## src/design/pibc_pkg.sv

```systemverilog
// Shared types, constants and saturation helpers for the PI back-calculation controller.
package pibc_pkg;

    localparam int DATA_W    = 32;
    localparam int FRAC_BITS = 16;
    localparam int INTEG_W   = 48;
    localparam int AI_FRAC   = 30;
    localparam int SUM_W     = INTEG_W + 2;
    localparam int OVR_W     = SUM_W + 1;
    localparam int MUL_A_W   = OVR_W + 1;
    localparam int MUL_B_W   = 32;
    localparam int PROD_W    = MUL_A_W + MUL_B_W;
    localparam int ADDR_W    = 3;
    localparam int LIM_W     = 2;

    localparam logic [ADDR_W-1:0] REG_PROP_GAIN  = 3'd0;
    localparam logic [ADDR_W-1:0] REG_INTEG_GAIN = 3'd1;
    localparam logic [ADDR_W-1:0] REG_AW_GAIN    = 3'd2;
    localparam logic [ADDR_W-1:0] REG_UPPER      = 3'd3;
    localparam logic [ADDR_W-1:0] REG_LOWER      = 3'd4;

    localparam logic [LIM_W-1:0] LIM_NONE  = 2'd0;
    localparam logic [LIM_W-1:0] LIM_UPPER = 2'd1;
    localparam logic [LIM_W-1:0] LIM_LOWER = 2'd2;

    typedef struct packed {
        logic signed [DATA_W-1:0] measured_value;
        logic signed [DATA_W-1:0] target_value;
        logic signed [DATA_W-1:0] feedforward_term;
    } t_in_word;

    typedef struct packed {
        logic signed [DATA_W-1:0] drive_value;
        logic [LIM_W-1:0]         limit_state;
    } t_out_word;

    typedef struct packed {
        logic                      start;
        logic signed [MUL_A_W-1:0] a;
        logic [MUL_B_W-1:0]        b;
        logic                      frac30;
        logic                      wide;
    } t_mul_req;

    typedef struct packed {
        logic                      done;
        logic signed [INTEG_W-1:0] result;
    } t_mul_rsp;

    function automatic logic signed [DATA_W-1:0] sat_data(input logic signed [DATA_W+1:0] v);
        logic signed [DATA_W-1:0] r;
        if ((&v[DATA_W+1:DATA_W-1]) || !(|v[DATA_W+1:DATA_W-1])) begin
            r = v[DATA_W-1:0];
        end else if (v[DATA_W+1]) begin
            r = {1'b1, {(DATA_W-1){1'b0}}};
        end else begin
            r = {1'b0, {(DATA_W-1){1'b1}}};
        end
        return r;
    endfunction

    function automatic logic signed [INTEG_W-1:0] sat_integ(input logic signed [INTEG_W:0] v);
        logic signed [INTEG_W-1:0] r;
        if (v[INTEG_W] == v[INTEG_W-1]) begin
            r = v[INTEG_W-1:0];
        end else if (v[INTEG_W]) begin
            r = {1'b1, {(INTEG_W-1){1'b0}}};
        end else begin
            r = {1'b0, {(INTEG_W-1){1'b1}}};
        end
        return r;
    endfunction

endpackage

```

## src/design/pibc_mul.sv

```systemverilog
// Multi-cycle sign-magnitude multiply, floor shift and saturate unit.
module pibc_mul
    import pibc_pkg::*;
(
    input  logic     i_clk,
    input  logic     i_rst_n,
    input  t_mul_req i_req,
    output t_mul_rsp o_rsp
);

    localparam int HI_W = MUL_A_W - MUL_B_W;
    localparam logic [PROD_W-1:0] RND_AI = PROD_W'((64'd1 << AI_FRAC) - 64'd1);
    localparam logic [PROD_W-1:0] RND_FR = PROD_W'((64'd1 << FRAC_BITS) - 64'd1);

    typedef enum logic [2:0] {
        M_IDLE,
        M_LO,
        M_HI,
        M_RND,
        M_FIN
    } t_mstate;

    t_mstate                   r_state;
    logic                      r_neg;
    logic [MUL_A_W-1:0]        r_mag;
    logic [MUL_B_W-1:0]        r_b;
    logic                      r_frac30;
    logic                      r_wide;
    logic [PROD_W-1:0]         r_acc;
    logic                      r_done;
    logic signed [INTEG_W-1:0] r_result;

    logic [2*MUL_B_W-1:0]      lo_prod;
    logic [HI_W+MUL_B_W-1:0]   hi_prod;
    logic [PROD_W-1:0]         shifted;
    logic [INTEG_W:0]          lim;
    logic [INTEG_W:0]          sat_mag;
    logic [INTEG_W:0]          neg_mag;

    assign lo_prod = (2*MUL_B_W)'(r_mag[MUL_B_W-1:0]) * (2*MUL_B_W)'(r_b);
    assign hi_prod = (HI_W+MUL_B_W)'(r_mag[MUL_A_W-1:MUL_B_W]) * (HI_W+MUL_B_W)'(r_b);

    always_comb begin
        shifted = r_frac30 ? (r_acc >> AI_FRAC) : (r_acc >> FRAC_BITS);
        lim     = (INTEG_W+1)'(1) << (r_wide ? (INTEG_W - 1) : (DATA_W - 1));
        if (!r_neg) begin
            lim = lim - (INTEG_W+1)'(1);
        end
        sat_mag = (shifted > PROD_W'(lim)) ? lim : shifted[INTEG_W:0];
        neg_mag = (~sat_mag) + (INTEG_W+1)'(1);
    end

    always_ff @(posedge i_clk) begin
        if (!i_rst_n) begin
            r_state <= M_IDLE;
            r_done  <= 1'b0;
        end else begin
            r_done <= (r_state == M_FIN);
            case (r_state)
                M_IDLE: begin
                    if (i_req.start) begin
                        r_neg    <= i_req.a[MUL_A_W-1];
                        r_mag    <= i_req.a[MUL_A_W-1] ? (~i_req.a) + MUL_A_W'(1) : i_req.a;
                        r_b      <= i_req.b;
                        r_frac30 <= i_req.frac30;
                        r_wide   <= i_req.wide;
                        r_state  <= M_LO;
                    end
                end
                M_LO: begin
                    r_acc   <= PROD_W'(lo_prod);
                    r_state <= M_HI;
                end
                M_HI: begin
                    r_acc   <= r_acc + {hi_prod, {MUL_B_W{1'b0}}};
                    r_state <= M_RND;
                end
                M_RND: begin
                    if (r_neg) begin
                        r_acc <= r_acc + (r_frac30 ? RND_AI : RND_FR);
                    end
                    r_state <= M_FIN;
                end
                M_FIN: begin
                    r_result <= r_neg ? neg_mag[INTEG_W-1:0] : sat_mag[INTEG_W-1:0];
                    r_state  <= M_IDLE;
                end
                default: begin
                    r_state <= M_IDLE;
                end
            endcase
        end
    end

    assign o_rsp.done   = r_done;
    assign o_rsp.result = r_result;

endmodule

```

## config.mk

```make
export PLATFORM = sky130hd
export DESIGN_NAME = pibc_mul
export DESIGN_NICKNAME = d
export VERILOG_FILES = /design/src/design/pibc_pkg.sv /design/src/design/pibc_mul.sv
export SDC_FILE = /design/constraint.sdc
export NUM_CORES = 2
export LEC_CHECK = 0
export BUFFER_PORTS_ARGS = -buffer_cell sky130_fd_sc_hd__buf_2
export CAP_MARGIN = 40
export CORE_MARGIN = 3
export CORE_UTILIZATION = 42
export CTS_CLUSTER_DIAMETER = 60
export DETAILED_ROUTE_END_ITERATION = 7
export HOLD_SLACK_MARGIN = 0.15
export PLACE_DENSITY = 0.56
export SYNTH_ARGS = -nofsm -noshare
export SYNTH_HDL_FRONTEND = slang
export SYNTH_SLANG_ARGS = --single-unit
```

## constraint.sdc

```tcl
create_clock -name i_clk -period 10.8 [get_ports i_clk]
set_input_delay 2.16 -clock i_clk [delete_from_list [all_inputs] [get_ports i_clk]]
set_output_delay 2.16 -clock i_clk [all_outputs]
set_load 0.005 [all_outputs]
```

Yosys cells after proc, flatten, opt, wreduce, memory -nomap -nowiden

Index checks and enable logic that the tools add are counted.

Input port bits: 89
Output and inout bits: 49
Bits in registers: 223
Logic and storage cells: 43

Shift operators: 1
Bitwise gates (word level): 2
Reductions and logical operators: 5
Multiply operators: 2
Equality and inequality tests: 6
$add $sub $neg: 5
$lt $le $gt $ge: 1
Muxes and demuxes: 11

Operators with widths:

| cell                                                | count |
|---|---|
| one-hot mux 84 bit (3 select lines)                 | 1 |
| 2-to-1 mux 48 bit                                   | 2 |
| adder 84 x 30 -> 84 bit                             | 1 |
| adder 84 bit                                        | 1 |
| 2-to-1 mux 84 bit                                   | 1 |
| > comparator 68 x 49 -> 1 bit                       | 1 |
| 2-to-1 mux 68 bit                                   | 1 |
| multiplier 32 x 32 -> 64 bit                        | 1 |
| adder 52 x 2 -> 52 bit, second input constant       | 1 |
| multiplier 20 x 32 -> 52 bit                        | 1 |
| inverter 52 bit                                     | 1 |
| 2-to-1 mux 51 bit                                   | 1 |
| 2-to-1 mux 49 bit                                   | 1 |
| << shifter 1 x 6 -> 49 bit, first input constant    | 1 |
| subtractor 49 x 1 -> 49 bit, second input constant  | 1 |
| adder 48 x 1 -> 48 bit, second input constant       | 1 |
| inverter 48 bit                                     | 1 |
| 2-to-1 mux 30 bit                                   | 1 |
| one-hot mux 3 bit (4 select lines)                  | 1 |
| equality test 3 x 2 -> 1 bit, second input constant | 2 |
| 2-to-1 mux 6 bit                                    | 1 |
| AND reduction 3 bit                                 | 2 |
| != test 2 bit, second input constant                | 2 |
| equality test 3 x 1 -> 1 bit, second input constant | 1 |
| other kinds (5)                                     | 5 |

Logic depth before layout (Yosys ltp)

Depth after elaboration: 9
Depth in mapped cells: 42
Depth with buffers taken out: 40

Worst setup path after synthesis

Ideal clock, no wire load.

Kind: register to register
Start point: register r_b[10]
End point: register r_acc[83], data pin
Library setup time: 0.271 ns
Path buffers: 3
Period minus slack after synthesis: 9.190 ns
Required time: 10.529 ns
Arrival time: 8.919 ns
Slack: 1.610 ns
Cell stages (with the launch flop): 37
Cells stage by stage: edfxtp_1 clkbuf_1 clkbuf_1 nand2_1 fa_1 fa_1 fa_1 fa_1 inv_1 fa_1 fa_1 inv_1 fa_1 inv_1 ha_1 a21o_1 a221oi_1 nand3b_1 o211a_1 a21oi_1 o21bai_1 a21o_1 xor2_1 ha_1 clkbuf_1 and2_1 a221o_1 a311oi_1 o21bai_1 o21ai_0 o32ai_1 o21ai_0 o211ai_1 a221oi_1 xnor2_1 xnor2_1 o22ai_1

Longest elaborated chain between the ends: 3

RTL lines:

| element                             | RTL line       | source |
|---|---|---|
| start, declared                     | pibc_mul.sv:26 | `logic [MUL_B_W-1:0] r_b;` |
| start signal, assigned              | pibc_mul.sv:64 | `r_b <= i_req.b;` |
| multiplier 20 x 32 -> 52 bit        | pibc_mul.sv:41 | `assign hi_prod = (HI_W+MUL_B_W)'(r_mag[MUL_A_W-1:MUL_B_W]) * (HI_W+MUL_B_W)'(r_b);` |
| adder 84 bit                        | pibc_mul.sv:75 | `r_acc <= r_acc + {hi_prod, {MUL_B_W{1'b0}}};` |
| one-hot mux 84 bit (3 select lines) | pibc_mul.sv:59 | `case (r_state)` |
| end signal, assigned                | pibc_mul.sv:71 | `r_acc <= PROD_W'(lo_prod);` |
| end signal, assigned                | pibc_mul.sv:75 |  |
| end signal, assigned                | pibc_mul.sv:80 | `r_acc <= r_acc + (r_frac30 ? RND_AI : RND_FR);` |
| end, declared                       | pibc_mul.sv:29 | `logic [PROD_W-1:0] r_acc;` |

Every way passes these cells.
A chain may end at the register's enable or synchronous reset.

Worst setup path in the final report

Start point: register r_mag[34]
End point: register r_acc[83], data pin

Longest elaborated chain between the ends: 3

RTL lines:

| element                             | RTL line       | source |
|---|---|---|
| start, declared                     | pibc_mul.sv:25 | `logic [MUL_A_W-1:0] r_mag;` |
| start signal, assigned              | pibc_mul.sv:63 | `r_mag <= i_req.a[MUL_A_W-1] ? (~i_req.a) + MUL_A_W'(1) : i_req.a;` |
| multiplier 20 x 32 -> 52 bit        | pibc_mul.sv:41 |  |
| adder 84 bit                        | pibc_mul.sv:75 |  |
| one-hot mux 84 bit (3 select lines) | pibc_mul.sv:59 |  |

Every way passes these cells.

==> reports/metrics.cfg <==
[logic_synthesis]
synthFlopType=edfxtp_1
yosysUniqueCellTypes=79
synth_top_area_share_pct=41.2
synth_edf_count=219
synthCells=7852
postSynthAreaPerCell_um2=8.87
yosysSeqAreaShare_pct=9.55
yosysWarnings=0
async_flop_share_pct=0
yosys.area.top_type=fa_1
synth_seq_cells=223
synth_fp_nets=9917
syn-cell-area_um2=69700
yosys-top-cells-area=fa_1, ha_1, edfxtp_1

[drt]
num_vias=54200
drc=0
firstDrtPassIters=6
drtAntennaViolNets=0
routed_via_density=5.39
wl_per_cell_um=22.7
drt_wl_total_mm=228
drtIter0Drc=3971

[placement]
hpwl_mm=187
dp.cells=9945
postPlaceCellArea_um2=73500
place_ws_ns=0.239
io_buffers=137
place_congestion=0.923

[critical_path]
r2r-start=r_mag[34]
cp_max_fo=10
cp-startpoint=r_mag[34]
critPathKind=flip-flop to flip-flop
startpoint_type=flip-flop
crit_arrival_ns=10.73
crit_top_cell=fa_1
critPathRequiredTime_ns=11.17
slowest_delay_ns=0.72
endpoint_kind=flip-flop
cp_slowest_cell=o31ai_1

[global_route]
grt_overflow_total=0
grt_pass1_wl_mm=351
grt_pass1_vias=56700
grt_max_degree=60
grtUsageTotal_pct=27.1
antenna_found_initial=23

[run_status]
status=finished, final reports clean

[die]
start_util_pct=42.6
dieWidth_um=413
die-area_um2=171000
core_um2=164000
die_y_um=413
std_cell_rows=148
ios=138

[clock_network]
root_buffer=clkbuf_16
clk_pin_slew_ns=0.06
cts.htree.levels=2
worstSkewPairLatency_ns=0.67
clk_path_buf_depth=3
cts_tree=yes
numCtsBuffers=47
cts_num_sinks=223

[sta]
fin_crit_ns=10.36
skew_ns=0.0380
slew_headroom_pct=33.7
finalHoldViolCount=0
finalSetupViolCount=0
min_period_over_period_pct=95.9
timing.final.max_slew_violations=0
setup_ws_ns=0.439
rsz0062_at_grt=no
final.setup.tns_ns=0
worst_pin_slew_ns=0.995
clock.fmax_mhz=96.5

[layout]
layout-drive-gt1-share_pct=6.57
syn_to_final_growth_pct=8.08
nNetsFinal=9899
final_area_um2=75300
stdcell_count=10100

[hold_path]
min_path_type=flip-flop to flip-flop
min_from=r_state[2]

[flow_run]
maxCapViolCount=0

-- metal layers --
| layer | global-route usage (%) | wire [µm] | part of all wire, % | vias up |
|---|---|---|---|---|
| li1 | - | - | - | 24000 |
| met3 | 4.32 | 15500 | 6.8 | 348 |
| met2 | 44.4 | 106000 | 47 | 1745 |
| met1 | 37.0 | 97600 | 43 | 28000 |
| met5 | 0 | 49 | 0.022 | - |
| met4 | 8.39 | 8320 | 3.7 | 8 |
-- area by class of cell --
type	count	area, µm²
fillers	16000	88400
multi-input cells	5589	55400
flip-flops and latches	223	6660
inverters	1609	6040
repair buffers	364	2840
well taps	2175	2720
clock buffers	51	1230
clock inverters	35	368
diodes	10	25.0
-- flip-flops by register name, summed over array words and instances (netlist names), 3 cells and up --
name	count
r_result	48
r_b	32
r_mag	52
r_state	3
r_acc	84
-- critical path, delay by kind of cell (launching register included) --
| kind | cells | cell delay, ns |
|---|---|---|
| buffers and inverters | 8 | 0.65 |
| AND/OR/NAND/NOR | 4 | 1.00 |
| XOR/XNOR | 3 | 0.79 |
| adder cells (fa/ha/maj) | 9 | 4.16 |
| flip-flops | 1 | 0.38 |
| AO/OA/AOI/OAI | 13 | 3.08 |
-- layout by cell type, fill, tap and decap left out, types with 164 or more instances in the layout --
master	count
a21oi_1	237
and2_1	497
buf_4	195
edfxtp_1	219
fa_1	1433
ha_1	543
inv_1	1608
nand2_1	1370
nor2_1	164
o21ai_0	170
xnor2_1	192
-- worst paths after layout --
path | endpoint | slack (ns) | cells after the start
max | r_acc[83] | 0.44 | 37
min | r_done | 0.57 | 1
max reg2reg | r_acc[83] | 0.44 | 37
min reg2reg | r_done | 0.57 | 1
-- cell families after synthesis --
group,after synthesis,synth area share (%)
DFF,223,9.55
AOI/OAI and AO/OA,859,7.96
xor gates and xnor gates,288,3.62
buffers and inverters,2040,11.0
muxes,60,0.918
and+or+nand+nor,2406,16.0
adders and majority gates,1976,50.9
-- metrics by stage --
step,util (%),hold slack (ns)
global placement,44.6,0.565
CTS,45.9,0.570
floorplan,-,0.499
global route,46.0,0.583
detailed placement,44.9,0.568
finish,46.0,0.565
-- timing repair --
| item | 4_1_cts | 5_1_grt |
|---|---|---|
| gates resized for setup | 0 | 3 |
| setup endpoints to repair | 0 | 9 |
| hold endpoints to repair | 0 | 0 |
| hold buffers | 0 | 0 |
| setup buffers | 0 | 15 |
-- synth_stat cells (7+ instances only) --
cell,instances
o21bai_1,31
nor2_1,164
a21oi_1,238
a22oi_1,8
o21a_1,27
edfxtp_1,219
or3_1,24
o22ai_1,34
o41ai_1,14
nand4_1,32
nor4_1,25
nand2b_1,33
and2_1,497
nand2_1,1370
a21o_1,127
o31ai_1,27
fa_1,1433
o21ai_0,170
a21boi_0,8
and4_1,9
inv_1,1608
a211o_1,11
mux2i_1,29
nand3_1,75
nor3_1,58
xor2_1,95
or4_1,15
a31oi_1,19
clkbuf_1,385
buf_1,40
mux2_2,31
a41oi_1,7
or2_2,10
a211oi_1,41
and3_1,35
ha_1,543
xnor2_1,193
a2111oi_0,7
o211ai_1,22
nor2b_1,35
Power is not shown: default switching activity piles up to over one toggle a cycle in this logic, so the estimate is an artifact.
